==> config.mk <==
export PLATFORM = sky130hd
export DESIGN_NAME = i2c_master_write_engine_top
export DESIGN_NICKNAME = d
export VERILOG_FILES = /design/src/hw/rtl/i2cmw_pkg.sv /design/src/hw/rtl/i2cmw_core.sv /design/src/hw/rtl/i2c_master_write_engine_top.sv
export SDC_FILE = /design/constraint.sdc
export NUM_CORES = 1
export LEC_CHECK = 0
export BUFFER_PORTS_ARGS = -buffer_cell sky130_fd_sc_hd__buf_4
export CELL_PAD_IN_SITES_DETAIL_PLACEMENT = 2
export CELL_PAD_IN_SITES_GLOBAL_PLACEMENT = 2
export CORE_MARGIN = 4
export CORE_UTILIZATION = 37
export DETAILED_ROUTE_END_ITERATION = 10
export HOLD_SLACK_MARGIN = 0.05
export PLACE_DENSITY_LB_ADDON = 0.25
export SETUP_SLACK_MARGIN = 0.5
export SLEW_MARGIN = 30
export SYNTH_ARGS = -nofsm -noshare
export SYNTH_HDL_FRONTEND = slang
export SYNTH_SLANG_ARGS = --single-unit
==> constraint.sdc <==
create_clock -name clk -period 2.2 [get_ports clk]
set_clock_uncertainty 0.2 [all_clocks]
set_input_delay 0.22 -clock clk [delete_from_list [all_inputs] [get_ports clk]]
set_output_delay 0.22 -clock clk [all_outputs]
set_load 0.05 [all_outputs]
==> src/hw/rtl/i2cmw_pkg.sv <==
// ----------------------------------------------------------------------------
// i2cmw_pkg
// Types and codes shared by the I2C master write engine modules.
// ----------------------------------------------------------------------------
package i2cmw_pkg;

    typedef logic [1:0] op_t;

    localparam op_t OP_TICK  = 2'd0;
    localparam op_t OP_BEGIN = 2'd1;
    localparam op_t OP_QUEUE = 2'd2;
    localparam op_t OP_NOP   = 2'd3;

    typedef enum logic [3:0] {
        PH_IDLE      = 4'd0,
        PH_START_A   = 4'd1,
        PH_START_B   = 4'd2,
        PH_BIT_SET   = 4'd3,
        PH_BIT_RISE  = 4'd4,
        PH_BIT_WAIT  = 4'd5,
        PH_ACK_REL   = 4'd6,
        PH_ACK_RISE  = 4'd7,
        PH_ACK_WAIT  = 4'd8,
        PH_ACK_SDA   = 4'd9,
        PH_HOLD      = 4'd10,
        PH_STOP_REL  = 4'd11,
        PH_STOP_WAIT = 4'd12
    } phase_t;

    localparam logic [3:0] BITS_PER_BYTE = 4'd8;

    typedef struct packed {
        op_t        op;
        logic [6:0] target_address;
        logic [7:0] data_byte;
        logic       last_byte;
        logic       scl_sampled;
        logic       sda_sampled;
    } i2cmw_req_t;

    typedef struct packed {
        logic scl_low;
        logic sda_low;
        logic busy_res;
        logic want_byte;
        logic ack_valid;
        logic ack_level;
        logic done_res;
    } i2cmw_rsp_t;

endpackage

==> src/hw/rtl/i2cmw_core.sv <==
// ----------------------------------------------------------------------------
// i2cmw_core
// Line-step sequencer: updates the engine state on each accepted word and
// forms that word's result.
// ----------------------------------------------------------------------------
module i2cmw_core
(
    input  logic                  clk,
    input  logic                  rst_n,
    input  logic                  accept,
    input  i2cmw_pkg::i2cmw_req_t req,
    output i2cmw_pkg::i2cmw_rsp_t rsp
);
    import i2cmw_pkg::*;

    phase_t      phase_reg, phase_next;
    logic [3:0]  bit_index_reg, bit_index_next;
    logic [7:0]  shift_reg, shift_next;
    logic        final_reg, final_next;
    logic [7:0]  queued_byte_reg;
    logic        queued_valid_reg, queued_valid_next;
    logic        queued_last_reg, queued_last_next;
    logic        scl_reg, scl_next;
    logic        sda_reg, sda_next;

    logic        tick;
    logic        cur_bit;

    assign tick    = accept && (req.op == OP_TICK);
    assign cur_bit = shift_reg[3'd7 - bit_index_reg[2:0]];

    // next state
    always_comb
    begin
        phase_next        = phase_reg;
        bit_index_next    = bit_index_reg;
        shift_next        = shift_reg;
        final_next        = final_reg;
        queued_valid_next = queued_valid_reg;
        queued_last_next  = queued_last_reg;
        scl_next          = scl_reg;
        sda_next          = sda_reg;
        if (accept)
        begin
            unique case (req.op)
                OP_BEGIN:
                begin
                    if (phase_reg == PH_IDLE)
                    begin
                        shift_next     = {req.target_address, 1'b0};
                        final_next     = req.last_byte;
                        bit_index_next = '0;
                        phase_next     = PH_START_A;
                    end
                end
                OP_QUEUE:
                begin
                    queued_last_next  = req.last_byte;
                    queued_valid_next = 1'b1;
                end
                OP_TICK:
                begin
                    unique case (phase_reg)
                        PH_IDLE:
                        begin
                            scl_next = 1'b0;
                            sda_next = 1'b0;
                        end
                        PH_START_A:
                        begin
                            sda_next   = 1'b1;
                            phase_next = PH_START_B;
                        end
                        PH_START_B:
                        begin
                            scl_next       = 1'b1;
                            bit_index_next = '0;
                            phase_next     = PH_BIT_SET;
                        end
                        PH_BIT_SET:
                        begin
                            sda_next   = ~cur_bit;
                            phase_next = PH_BIT_RISE;
                        end
                        PH_BIT_RISE:
                        begin
                            scl_next   = 1'b0;
                            phase_next = PH_BIT_WAIT;
                        end
                        PH_BIT_WAIT:
                        begin
                            // clock stretching: hold until SCL reads high
                            if (req.scl_sampled)
                            begin
                                scl_next       = 1'b1;
                                bit_index_next = bit_index_reg + 4'd1;
                                phase_next     = (bit_index_next >= BITS_PER_BYTE)
                                                 ? PH_ACK_REL : PH_BIT_SET;
                            end
                        end
                        PH_ACK_REL:
                        begin
                            sda_next   = 1'b0;
                            phase_next = PH_ACK_RISE;
                        end
                        PH_ACK_RISE:
                        begin
                            scl_next   = 1'b0;
                            phase_next = PH_ACK_WAIT;
                        end
                        PH_ACK_WAIT:
                        begin
                            if (req.scl_sampled)
                            begin
                                scl_next   = 1'b1;
                                phase_next = PH_ACK_SDA;
                            end
                        end
                        PH_ACK_SDA:
                        begin
                            sda_next = 1'b1;
                            if (final_reg)
                            begin
                                phase_next = PH_STOP_REL;
                            end
                            else if (queued_valid_reg)
                            begin
                                shift_next        = queued_byte_reg;
                                final_next        = queued_last_reg;
                                queued_valid_next = 1'b0;
                                bit_index_next    = '0;
                                phase_next        = PH_BIT_SET;
                            end
                            else
                            begin
                                phase_next = PH_HOLD;
                            end
                        end
                        PH_HOLD:
                        begin
                            // load and drive msb of the queued byte in one step
                            if (queued_valid_reg)
                            begin
                                shift_next        = queued_byte_reg;
                                final_next        = queued_last_reg;
                                queued_valid_next = 1'b0;
                                bit_index_next    = '0;
                                sda_next          = ~queued_byte_reg[7];
                                phase_next        = PH_BIT_RISE;
                            end
                        end
                        PH_STOP_REL:
                        begin
                            scl_next   = 1'b0;
                            phase_next = PH_STOP_WAIT;
                        end
                        PH_STOP_WAIT:
                        begin
                            if (req.scl_sampled)
                            begin
                                sda_next       = 1'b0;
                                bit_index_next = '0;
                                final_next     = 1'b0;
                                phase_next     = PH_IDLE;
                            end
                        end
                        default:
                        begin
                            scl_next   = 1'b0;
                            sda_next   = 1'b0;
                            phase_next = PH_IDLE;
                        end
                    endcase
                end
                default:
                begin
                end
            endcase
        end
    end

    // result outputs
    always_comb
    begin
        rsp.scl_low   = scl_next;
        rsp.sda_low   = sda_next;
        rsp.busy_res  = (phase_next != PH_IDLE);
        rsp.want_byte = (phase_next != PH_IDLE) && !final_next && !queued_valid_next;
        rsp.ack_valid = tick && (phase_reg == PH_ACK_WAIT) && req.scl_sampled;
        rsp.ack_level = rsp.ack_valid && req.sda_sampled;
        rsp.done_res  = tick && (phase_reg == PH_STOP_WAIT) && req.scl_sampled;
    end

    always_ff @(posedge clk or negedge rst_n)
    begin
        if (!rst_n)
        begin
            phase_reg        <= PH_IDLE;
            bit_index_reg    <= '0;
            shift_reg        <= '0;
            final_reg        <= 1'b0;
            queued_valid_reg <= 1'b0;
            queued_last_reg  <= 1'b0;
            scl_reg          <= 1'b0;
            sda_reg          <= 1'b0;
        end
        else
        begin
            phase_reg        <= phase_next;
            bit_index_reg    <= bit_index_next;
            shift_reg        <= shift_next;
            final_reg        <= final_next;
            queued_valid_reg <= queued_valid_next;
            queued_last_reg  <= queued_last_next;
            scl_reg          <= scl_next;
            sda_reg          <= sda_next;
        end
    end

    // queued byte holds no value until the first queue word
    always_ff @(posedge clk)
    begin
        if (accept && (req.op == OP_QUEUE))
        begin
            queued_byte_reg <= req.data_byte;
        end
    end

endmodule

==> src/hw/rtl/i2c_master_write_engine_top.sv <==
// Result: registered; each accepted word's result leaves through the output buffer.
// Throughput: one word per cycle while req_stall is low; each tick word is one line step of the
// sequencer, and a two-entry output buffer keeps the input open while
// one result waits.
// Reset: asynchronous, active low; engine idle with both lines released,
// no byte queued, output buffer empty.
// ----------------------------------------------------------------------------
// i2c_master_write_engine_top
// Write-only open-drain I2C master with clock stretching, one step per tick.
// ----------------------------------------------------------------------------
module i2c_master_write_engine_top
(
    input  logic                  clk,
    input  logic                  rst_n,
    input  logic                  req_valid,
    output logic                  req_stall,
    input  i2cmw_pkg::i2cmw_req_t req,
    output logic                  rsp_valid,
    input  logic                  rsp_stall,
    output i2cmw_pkg::i2cmw_rsp_t rsp
);
    import i2cmw_pkg::*;

    logic       accept;
    i2cmw_rsp_t result;
    logic       out_valid_reg;
    i2cmw_rsp_t out_reg;
    logic       skid_valid_reg;
    i2cmw_rsp_t skid_reg;
    logic       out_free;

    assign req_stall = skid_valid_reg;
    assign accept    = req_valid && !skid_valid_reg;
    assign out_free  = !out_valid_reg || !rsp_stall;

    i2cmw_core u_core
    (
        .clk    (clk),
        .rst_n  (rst_n),
        .accept (accept),
        .req    (req),
        .rsp    (result)
    );

    always_ff @(posedge clk or negedge rst_n)
    begin
        if (!rst_n)
        begin
            out_valid_reg  <= 1'b0;
            skid_valid_reg <= 1'b0;
        end
        else
        begin
            if (out_free)
            begin
                out_valid_reg  <= skid_valid_reg || accept;
                skid_valid_reg <= 1'b0;
            end
            else if (accept)
            begin
                skid_valid_reg <= 1'b1;
            end
        end
    end

    always_ff @(posedge clk)
    begin
        if (out_free)
        begin
            out_reg <= skid_valid_reg ? skid_reg : result;
        end
        if (accept && !out_free)
        begin
            skid_reg <= result;
        end
    end

    assign rsp_valid = out_valid_reg;
    assign rsp       = out_reg;

endmodule

==> run_results.csv, run 1 <==
group,metric,value,unit
cts,clockBufferDepth,2,
synth,synth_nets,248,
timing,crit_endpoint,"rsp[4]$_DFFE_PN_/D",
die,row_count,29,
place,dp_hpwl,5311,µm
global_route,antenna_found_initial,0,
synth,synthFlopType,"dfrtp_1",
synth,avgSynthCellArea,10.85,µm²
synth,synth_top_area_share,27.30,%
synth,async_reset_ff_share,51.11,%
cts,cts.sinks,45,
die,start_util,38.11,%
run_status,status,"stopped before the end",
synth,synth.distinct_cells,55,
synth,yosysTopAreaCell,"edfxtp_1",
synth,synth-edff-count,22,
die,die_w,88.87,µm
synth,synth_warnings,0,
die,die_y,88.87,µm
cts,cts_buffers,5,
synth,ys_ff_latch,45,
timing,worst_path_end_type,"register data pin",
cts,cts_root_buf,"clkbuf_8",
synth,synthTopCellsByArea,"edfxtp_1 27%, dfrtp_1 24%, mux2i_1 4.1%, nor2_1 3.3%, a21oi_1 2.9%",
cts,cts_htree_levels,2,
synth,synth_area,2420,µm²
synth,synth_seq_area_share,51.09,%
place,portBuffers,32,
run_status,tool.error,"[ERROR DPL-0033] detailed placement checks failed during check placement.",
global_route,grt_max_degree,24,
run_status,lastStage,"5_1_grt",
place,place_ws,-0.1838,ns
place,place.gp.congestion,0.8500,
die,pin_count,33,
synth,syn_inst,223,
metrics by stage:
| stage | instances | utilization [%] | instance area (µm²) |
|---|---|---|---|
| floorplan | 223 | - | 2472 |
| global placement | 344 | 46.05 | 2924 |
| detailed placement | 344 | 46.05 | 2924 |
| CTS | 402 | 59.15 | 3756 |
cell usage after synthesis, types with 3 or more instances:
cell      instances
mux2_2            6
and2_1            3
o21ai_0          13
nand3_1           9
nor2_1           21
inv_1            10
mux2i_1          10
buf_2             9
nor2b_1           3
a21o_1            5
dfrtp_1          23
o211ai_1          3
nand2b_1          4
nor3b_1           4
nand2_1          17
edfxtp_1         22
a21oi_1          14
logic make-up after synthesis:
logic type / share of synthesized area (%)
and+or+nand+nor: 16.70
AOI/OAI and AO/OA: 17.06
DFF: 51.09
buffers and inverters: 5.119
muxes: 8.790
xor gates and xnor gates: 0.7240
adders and majority gates: 0.5170
what timing repair did:
item                                    in CTS
hold buffers                                19
hold endpoints to repair                    42
setup buffers                               30
cloned                                       1
gates resized for setup                     76
endpoints found under the setup margin      49
pin swaps                                   14
==> run 2, diff against run 1 <==
--- a/config.mk
+++ b/config.mk
@@ -6,14 +6,10 @@
 export NUM_CORES = 1
 export LEC_CHECK = 0
 export BUFFER_PORTS_ARGS = -buffer_cell sky130_fd_sc_hd__buf_4
-export CELL_PAD_IN_SITES_DETAIL_PLACEMENT = 2
-export CELL_PAD_IN_SITES_GLOBAL_PLACEMENT = 2
 export CORE_MARGIN = 4
-export CORE_UTILIZATION = 37
+export CORE_UTILIZATION = 40
 export DETAILED_ROUTE_END_ITERATION = 10
-export HOLD_SLACK_MARGIN = 0.05
-export PLACE_DENSITY_LB_ADDON = 0.25
-export SETUP_SLACK_MARGIN = 0.5
+export PLACE_DENSITY_LB_ADDON = 0.15
 export SLEW_MARGIN = 30
 export SYNTH_ARGS = -nofsm -noshare
 export SYNTH_HDL_FRONTEND = slang
==> run 2 against run 1 <==
Against the previous run: the flow now finishes without violations; synthesized cell count unchanged; synthesized area unchanged.
==> run_results.csv, run 2 <==
group,metric,value,unit
run_status,status,"completed",
power_and_ir_drop,power_density,1048,nW/µm²
synth,avgSynthCellArea,10.85,µm²
place,dp_hpwl,4545,µm
synth,synth_nets,248,
timing,hold_viol_final,0,
global_route,grt_max_degree,24,
die,core,5886,µm²
timing,post-route-period-util,98.73,%
critical_path,worstRegToRegCells,6,
cts,cts_root_buf,"clkbuf_8",
die,row_count,28,
route,drc,0,
critical_path,crit_fanout,10,
final_layout,nets,330,
critical_path,path_class,"reg -> reg",
route,wl_per_cell,16.20,µm
min_path,hold_path.class,"in -> reg",
cts,cts.sinks,45,
route,drt_iter0_markers,283,
final_layout,seqCellArea,1244,µm²
min_path,hold_path.startpoint,"req[12]",
timing,slew_violations,0,
route,ant_nets,0,
global_route,antenna_found_initial,0,
synth,async_reset_ff_share,51.11,%
timing,setup_ws,0.02802,ns
synth,synth.distinct_cells,55,
cts,cts_htree_levels,2,
synth,synth_area,2420,µm²
timing,finalCriticalPeriod,2.172,ns
cts,tritoncts,"built",
timing,rsz0062_at_grt,"yes",
die,die_w,85.78,µm
final_layout,n_antenna_cell,0,
synth,syn_inst,223,
route,totalWireLength,6174,µm
timing,setup_viol,0,
place,place.gp.congestion,0.9157,
global_route,overflow,0,
route,first_pass_iters,4,
flow_run,drv_cap,0,
timing,finalSetupTns,0,ns
synth,synth_top_area_share,27.30,%
die,pin_count,33,
synth,synthTopCellsByArea,"edfxtp_1 27%, dfrtp_1 24%, mux2i_1 4.1%, nor2_1 3.3%, a21oi_1 2.9%",
critical_path,cp-end-kind,"flop",
die,start_util,41.11,%
cts,cts_buffers,5,
final_layout,multi_input_area,1131,µm²
synth,synth-edff-count,22,
die,dieArea,7358,µm²
critical_path,reg2reg_to,"rsp[4]",
timing,relSlewSlack,72.36,%
global_route,grt_use_total,17.42,%
critical_path,regToRegStartpoint,"u_core.phase_reg[2]",
global_route,grt_pass1_wl,10160,µm
cts,clockBufferDepth,2,
synth,synth_warnings,0,
final_layout,mostFrequentLayoutCells,"77 x buf_4, 22 x edfxtp_1, 21 x nor2_1, 17 x dfrtp_1, 16 x nand2_1",
synth,synthTopCellsByCount,"23 x dfrtp_1, 22 x edfxtp_1, 21 x nor2_1",
critical_path,crit_required,2.05,ns
min_path,hold_depth,3,
place,portBuffers,32,
timing,worst_pin_slew,0.4095,ns
critical_path,rrSetupSlack,0.03,ns
die,die_y,85.78,µm
route,num_vias,2046,
place,place_ws,-0.002287,ns
min_path,hold_end,"u_core.shift_reg[2]",
cts,clk_pin_slew,0.09,ns
final_layout,fillers,500,
synth,ys_ff_latch,45,
synth,synthFlopType,"dfrtp_1",
synth,yosysTopAreaCell,"edfxtp_1",
route,vias_per_cell,5.370,
power_and_ir_drop,finalPower,3.449,mW
final_layout,area_delta_synth_final,36.04,%
power_and_ir_drop,ir_drop,0.0004411,V
final_layout,final_common_cell,"buf_4",
synth,synth_seq_area_share,51.09,%
synth,synth_most_common_cell,"dfrtp_1",
cts,clock_latency,0.29,ns
power_and_ir_drop,p_leak,1.394,nW
global_route,grt_pass1_vias,2103,
critical_path,arrival,2.02,ns
final_layout,drive_above_1_share,40.20,%
critical_path,cp-start-kind,"flop",
timing,fmax,0.4604,GHz
==> run 2: cell counts after synthesis <==
No cell type changed its count.
==> run 2: cell type report <==
| type | count | area share [%] |
|---|---|---|
| Clock inverter | 3 | 0.5321 |
| Inverter | 10 | 1.140 |
| Timing Repair Buffer | 89 | 21.25 |
| Multi-Input combinational cell | 154 | 34.36 |
| Sequential cell | 45 | 37.78 |
| Tap cell | 75 | 2.851 |
| Clock buffer | 5 | 2.090 |
==> run 2: where the power goes <==
part / internal (mW) / leakage (nW) / switching (mW) / total, mW
Combinational: 0.808 / 0.869 / 0.910 / 1.72
Sequential: 1.08 / 0.481 / 0.155 / 1.23
Clock: 0.219 / 0.0439 / 0.281 / 0.500
Total: 2.10 / 1.39 / 1.35 / 3.45
==> run 2: repair_timing <==
action | CTS | global route
gates resized for setup | 3 | 18
hold buffers | 11 | 0
buffers inserted | 0 | 4
setup endpoints to repair | 3 | 12
pin swaps | 0 | 9
hold endpoints to repair | 34 | 0
==> run 2: logic make-up after synthesis <==
group / count (synthesis) / synth area share [%]
fa+ha+maj: 1 / 0.5170
xor+xnor: 2 / 0.7240
simple gates: 74 / 16.70
buf+inv: 24 / 5.119
compound gates: 59 / 17.06
mux: 18 / 8.790
flops: 45 / 51.09
==> run 2: worst max-delay path by stage <==
stage	from	endpoint	slack [ns]
2_1_floorplan	req_stall	rsp[4]	0.03
3_3_place_gp	u_core.phase_reg[2]	rsp[4]	-0.05
3_5_place_dp	req_stall	rsp[5]	-0.002
4_1_cts	req_stall	rsp[4]	-0.003
5_1_grt	u_core.phase_reg[1]	rsp[4]	-0.03
6_report	u_core.phase_reg[2]	rsp[4]	0.03
==> run 2: worst max-delay path: stages, from the launching register on <==
cell	delay, ns
dfrtp_2	0.49
nor2b_2	0.21
o211ai_1	0.18
o211ai_1	0.13
mux2i_2	0.25
nand4_4	0.16
mux2_2	0.29
==> run 2: layer usage <==
metal | track usage (%) | routed length, µm | vias to the layer above
li1 | - | - | 984
met1 | 24.86 | 2835 | 985
met2 | 26.20 | 2850 | 65
met3 | 4.227 | 369 | 12
met4 | 5.468 | 119 | 0
met5 | 0 | 0 | -
==> run 2: per-stage QoR <==
step | instances | utilization [%] | cell area, µm² | hold WS, ns
after detailed placement | 359 | 50.85 | 2993 | -0.05086
after CTS | 378 | 54.34 | 3198 | 0.01820
after global placement | 359 | 50.85 | 2993 | -0.05606
after global routing | 381 | 55.93 | 3292 | 0.02805
final | 381 | 55.93 | 3292 | 0.01928
after floorplan | 223 | - | 2422 | -0.2756
(Power assumes the default switching activity.)
==> run 3, diff against run 2 <==
--- a/config.mk
+++ b/config.mk
@@ -5,11 +5,13 @@
 export SDC_FILE = /design/constraint.sdc
 export NUM_CORES = 1
 export LEC_CHECK = 0
+export ABC_AREA = 1
 export BUFFER_PORTS_ARGS = -buffer_cell sky130_fd_sc_hd__buf_4
 export CORE_MARGIN = 4
-export CORE_UTILIZATION = 40
+export CORE_UTILIZATION = 50
 export DETAILED_ROUTE_END_ITERATION = 10
 export PLACE_DENSITY_LB_ADDON = 0.15
+export REMOVE_ABC_BUFFERS = 1
 export SLEW_MARGIN = 30
 export SYNTH_ARGS = -nofsm -noshare
 export SYNTH_HDL_FRONTEND = slang
==> run 3 against run 2 <==
Against the previous run: the run now ends with negative hold slack left; sequential share of layout area is 4.6 points higher; die area is 19% lower; combinational power is 42% lower; largest power group is now sequential cells; critical endpoint is now skid_reg[3]; highest routed layer unchanged; design area is 11% lower; worst hold slack worse by 0.022 ns; sequential cell count stayed put; non-clock buffer count is 39 lower; wire length is 13% lower; register-to-register slack better by 0.10 ns; critical path depth is 4 higher; synthesized area is 1.2% lower.
==> run_results.csv, run 3 <==
group,metric,value,unit
die,core,4504,µm²
min_path,hold_path.class,"in -> reg",
synth,synth-edff-count,22,
place,dp_hpwl,3904,µm
final_layout,fillers,387,
synth,yosysTopAreaCell,"edfxtp_1",
power_and_ir_drop,combPwrFrac,37.0,%
final_layout,final_common_cell,"nand2_1",
route,totalWireLength,5387,µm
min_path,hold_path.startpoint,"req[11]",
synth,synth_area,2391,µm²
timing,hold_ws,-0.002650,ns
cts,cts_buffers,5,
timing,worst_pin_slew,0.4208,ns
final_layout,design_area,2922,µm²
global_route,antenna_found_initial,0,
power_and_ir_drop,p_leak,1.382,nW
die,die_y,77.15,µm
timing,relSlewSlack,71.73,%
synth,synthTopCellsByCount,"85 x nand2_1, 30 x nor2_1, 29 x inv_1, 29 x o21ai_0, 23 x dfrtp_1",
cts,clockBufferDepth,2,
route,wl_per_cell,13.71,µm
synth,synth_most_common_cell,"nand2_1",
timing,finalSetupTns,0,ns
timing,setup_viol,0,
final_layout,drive_above_1_share,19.94,%
die,pin_count,33,
critical_path,regToRegStartpoint,"req_stall",
power_and_ir_drop,power_density,924.4,nW/µm²
global_route,grt_pass1_wl,9246,µm
route,drt_iter0_markers,143,
synth,avgSynthCellArea,8.245,µm²
timing,finalCriticalPeriod,2.122,ns
synth,synth_top_area_share,27.63,%
critical_path,rrSetupSlack,0.13,ns
critical_path,worstRegToRegCells,9,
critical_path,cp-start-kind,"input pin",
cts,clock_latency,0.30,ns
die,row_count,24,
critical_path,slowest_stage,"dlygate4sd3_1",
run_status,status,"finished with violations",
synth,async_reset_ff_share,51.11,%
timing,post-route-period-util,96.46,%
route,drc,0,
global_route,grt_pass1_vias,1995,
timing,slew_violations,0,
cts,cts.sinks,45,
cts,tritoncts,"built",
place,place_ws,0.1079,ns
synth,syn_inst,290,
final_layout,area_delta_synth_final,22.19,%
die,die_w,77.15,µm
final_layout,n_antenna_cell,0,
synth,synth_warnings,0,
die,start_util,53.08,%
min_path,hold_end,"u_core.shift_reg[1]",
critical_path,critPathMostFrequentCell,"nand2_1",
run_status,violations,"negative hold slack",
final_layout,mostFrequentLayoutCells,"83 x nand2_1, 37 x buf_4, 30 x nor2_1, 29 x inv_1, 29 x o21ai_0",
route,num_vias,2065,
synth,synthFlopType,"dfrtp_1",
global_route,grt_use_total,19.27,%
critical_path,path_class,"in -> reg",
place,portBuffers,32,
synth,synthTopCellsByArea,"edfxtp_1 28%, dfrtp_1 24%, nand2_1 13%, o21ai_0 6.1%, nor2_1 4.7%",
power_and_ir_drop,internal-power,1.643,mW
critical_path,reg2reg_to,"skid_reg[3]",
place,place.gp.congestion,0.9582,
cts,cts_htree_levels,2,
timing,fmax,0.4712,GHz
critical_path,crit_chain,"dlygate4sd3_1 > buf_4 > nand2_1 > nor2_1 > nand4_1 > o21ai_0 > nand2_1 > nand2_1 > nor2_1 > and2_1",
flow_run,drv_cap,0,
timing,setup_ws,0.07785,ns
critical_path,crit_fanout,4,
power_and_ir_drop,ir_drop,0.0004335,V
route,ant_nets,0,
route,vias_per_cell,5.254,
cts,clk_pin_slew,0.08,ns
power_and_ir_drop,p_switching,1.058,mW
min_path,hold_depth,3,
critical_path,slowest_delay,0.53,ns
route,first_pass_iters,4,
die,dieArea,5952,µm²
final_layout,utilization,64.86,%
global_route,grt_max_degree,24,
synth,synth_seq_area_share,51.70,%
critical_path,crit_required,2.06,ns
critical_path,cp-end-kind,"flop",
synth,synth.distinct_cells,31,
global_route,overflow,0,
cts,cts_root_buf,"clkbuf_8",
final_layout,multi_input_area,982.2,µm²
timing,rsz0062_at_grt,"no",
power_and_ir_drop,p_seq_share,44.8,%
final_layout,nets,365,
power_and_ir_drop,pwr-share-clk,18.2,%
power_and_ir_drop,switching_share,39.16,%
synth,ys_ff_latch,45,
timing,hold_viol_final,1,
final_layout,seqCellArea,1239,µm²
place,place_area,2688,µm²
critical_path,arrival,1.98,ns
## run 3: cell families (layout without fill, tap and decap cells)
group / count (synthesis) / after routing / share of synthesized area [%]
buffers and inverters: 42 / 93 / 7.640
flip-flops: 45 / 45 / 51.70
AO/OA/AOI/OAI: 50 / 50 / 12.35
adder cells (fa/ha/maj): 1 / 1 / 0.5232
AND/OR/NAND/NOR: 151 / 151 / 27.42
XOR/XNOR: 1 / 1 / 0.3664
## run 3: area by class of cell
type	count	area share (%)
Sequential cell	45	42.40
Multi-Input combinational cell	203	33.62
Timing Repair Buffer	50	14.30
Inverter	35	4.668
Clock buffer	7	2.612
Tap cell	52	2.227
Clock inverter	1	0.1713
## run 3: per-layer routing
metal | GRT usage [%] | wire (µm) | vias up
met5 | 0 | 0 | -
met4 | 6.762 | 68 | 0
met3 | 4.215 | 380 | 6
li1 | - | - | 1048
met1 | 26.15 | 2432 | 932
met2 | 30.40 | 2507 | 79
## run 3: power by group through the flow
stage / Sequential [mW] / Combinational [mW] / Clock (mW)
floorplan: 1.29 / 0.598 / 0
global placement: 1.22 / 0.948 / 0
detailed placement: 1.22 / 0.947 / 0
CTS: 1.20 / 0.966 / 0.495
global route: 1.24 / 1.11 / 0.532
finish: 1.21 / 0.999 / 0.492
## run 3: worst max-delay path: cells and delay by family
kind                   cells  cell delay [ns]
buffers and inverters      2             0.64
AOI/OAI and AO/OA          1             0.19
and+or+nand+nor            7             0.91
## run 3: how the worst max path moves through the flow
| stage | from | endpoint | slack (ns) | cells after the start |
|---|---|---|---|---|
| 3_3_place_gp | u_core.phase_reg[1] | u_core.shift_reg[6] | 0.11 | 6 |
| 4_1_cts | req_valid | u_core.shift_reg[1] | 0.09 | 8 |
| 6_report | req_valid | skid_reg[3] | 0.08 | 10 |
| 5_1_grt | req_valid | skid_reg[3] | 0.006 | 10 |
| 3_5_place_dp | u_core.phase_reg[1] | u_core.shift_reg[0] | 0.11 | 6 |
| 2_1_floorplan | req_stall | skid_reg[3] | 0.004 | 10 |
## run 3: timing repair
action                                  4_1_cts  5_1_grt
gates resized for setup                       0        5
endpoints found under the hold margin        34        1
endpoints found under the setup margin        0       15
setup buffers                                 0        1
hold buffers                                 11        1
## run 3: stage by stage
stage	instances	hold slack, ns	power, mW
after floorplan	283	-0.2756	1.892
after global placement	372	-0.05377	2.164
after detailed placement	372	-0.05729	2.163
after CTS	391	0.001114	2.663
after global routing	393	0.004022	2.882
final	393	-0.002650	2.701
==> run 4, diff against run 3 <==
--- a/config.mk
+++ b/config.mk
@@ -9,6 +9,7 @@
 export BUFFER_PORTS_ARGS = -buffer_cell sky130_fd_sc_hd__buf_4
 export CORE_MARGIN = 4
 export CORE_UTILIZATION = 50
+export CTS_BUF_LIST = sky130_fd_sc_hd__clkbuf_8
 export DETAILED_ROUTE_END_ITERATION = 10
 export PLACE_DENSITY_LB_ADDON = 0.15
 export REMOVE_ABC_BUFFERS = 1
==> run 4 against run 3 <==
Against the previous run: the flow still finishes with violations (negative hold slack); sequential share of layout area stayed put; sequential power hardly changed; largest power group unchanged; setup slack worse by 0.0033 ns; worst hold slack better by 0.00090 ns; clock power is 2% lower; count of clock-buffer cells in the layout is 2 lower.
==> run_results.csv, run 4 (same netlist as run 3, synthesis figures left out) <==
group,metric,value,unit
final_layout,nets,365,
critical_path,crit_fanout,4,
final_layout,drive_above_1_share,19.94,%
place,place_ws,0.1079,ns
power_and_ir_drop,power_density,921.0,nW/µm²
place,dp_hpwl,3904,µm
global_route,grt_pass1_vias,1995,
global_route,overflow,0,
global_route,use_met3,4.215,%
global_route,grt-busiest-layer,"met2",
power_and_ir_drop,finalPower,2.691,mW
critical_path,crit_required,2.06,ns
route,ant_nets,0,
final_layout,area_delta_synth_final,22.19,%
die,start_util,53.08,%
global_route,use_met1,26.15,%
cts,cts.sinks,45,
global_route,grt_use_total,19.27,%
die,row_count,24,
cts,tritoncts,"built",
critical_path,cp-start-kind,"input pin",
min_path,hold_path.class,"in -> reg",
die,dieArea,5952,µm²
cts,clock_latency,0.30,ns
critical_path,cp-end-kind,"flop",
cts,clk_pin_slew,0.08,ns
timing,post-route-period-util,96.61,%
route,wl_per_cell,13.76,µm
cts,clockBufferDepth,2,
run_status,status,"finished with violations",
critical_path,arrival,1.98,ns
global_route,grt_max_degree,24,
flow_run,drv_cap,0,
global_route,grt_pass1_wl,9246,µm
timing,hold_ws,-0.001750,ns
final_layout,n_antenna_cell,0,
timing,finalSetupTns,0,ns
critical_path,crit_chain,"dlygate4sd3_1 > buf_4 > nand2_1 > nor2_1 > nand4_1 > o21ai_0 > nand2_1 > nand2_1 > nor2_1 > and2_1",
timing,fmax,0.4705,GHz
cts,cts_root_buf,"clkbuf_8",
timing,finalCriticalPeriod,2.125,ns
final_layout,fillers,387,
route,num_vias,2061,
route,drt_iter0_markers,142,
global_route,antenna_found_initial,0,
die,die_w,77.15,µm
final_layout,instances_no_fill,393,
critical_path,critPathMostFrequentCell,"nand2_1",
timing,slew_violations,0,
critical_path,slowest_stage,"dlygate4sd3_1",
place,portBuffers,32,
critical_path,path_class,"in -> reg",
place,place.gp.congestion,0.9582,
route,vias_per_cell,5.244,
timing,hold_viol_final,1,
die,pin_count,33,
timing,setup_viol,0,
route,first_pass_iters,4,
power_and_ir_drop,p_leak,1.390,nW
critical_path,rrSetupSlack,0.13,ns
critical_path,slowest_delay,0.53,ns
run_status,violations,"negative hold slack",
timing,rsz0062_at_grt,"no",
final_layout,final_common_cell,"nand2_1",
cts,cts_htree_levels,2,
die,core,4504,µm²
power_and_ir_drop,ir_drop,0.0004348,V
global_route,grt_use_met2,30.40,%
route,drc,0,
route,totalWireLength,5407,µm
die,die_y,77.15,µm
place,dp.cells,372,
cts,cts_buffers,5,
final_layout,mostFrequentLayoutCells,"83 x nand2_1, 37 x buf_4, 31 x inv_1, 30 x nor2_1, 29 x o21ai_0",
timing,setup_ws,0.07452,ns
timing,relSlewSlack,73.53,%
timing,worst_pin_slew,0.3940,ns
==> run 4: cell types whose count changed in the layout (fill, tap and decap cells not counted), sizes merged <==
| cell | previous run | this run |
|---|---|---|
| clkbuf | 7 | 5 |
| inv | 35 | 37 |
==> run 4: area by class of cell <==
cell class                 instances  area (µm²)  area share, %
sequential                        45        1239          42.40
multi-input combinational        203       982.2          33.62
timing repair buffer              50       417.9          14.30
inverter                          35       136.4          4.668
clock buffer                       5       68.82          2.355
tap                               52       65.06          2.227
clock inverter                     3       12.51         0.4283
==> run 4: per-layer routing <==
metal  up-vias  share of wire, %
li1       1051                 -
met1       931                46
met2        73                46
met3         6               6.3
met4         0               1.2
met5         -                 0
==> run 4: per-stage QoR <==
step / cell area (µm²) / util (%)
final: 2922 / 64.86
after global routing: 2922 / 64.86
after CTS: 2879 / 63.92
after detailed placement: 2688 / 59.67
after global placement: 2688 / 59.67
after floorplan: 2345 / -
==> run 4: repair_timing <==
action | 4_1_cts | 5_1_grt
hold buffers | 11 | 1
endpoints found under the hold margin | 34 | 1
resized for setup | 0 | 5
buffers inserted | 0 | 1
endpoints found under the setup margin | 0 | 15
==> run 4: power by group <==
group / switching, mW / internal, mW / total, mW
logic: 0.659 / 0.341 / 1.00
registers: 0.131 / 1.08 / 1.21
clock network: 0.268 / 0.214 / 0.481
total: 1.06 / 1.63 / 2.69
==> run 4: final timing paths <==
check | to | cells past startpoint | startpoint
min in group asynchronous | u_core.shift_reg[4] | 2 | rst_n
setup reg to reg | skid_reg[3] | 9 | req_stall
hold / removal | u_core.shift_reg[1] | 3 | req[11]
setup / recovery | skid_reg[3] | 10 | req_valid
hold reg to reg | u_core.queued_last_reg | 2 | u_core.queued_last_reg
max in group asynchronous | u_core.phase_reg[1] | 2 | rst_n
==> run 4: critical path, delay by kind of cell <==
kind	cells	cell delay, ns
simple gates	7	0.91
buf+inv	2	0.64
compound gates	1	0.19
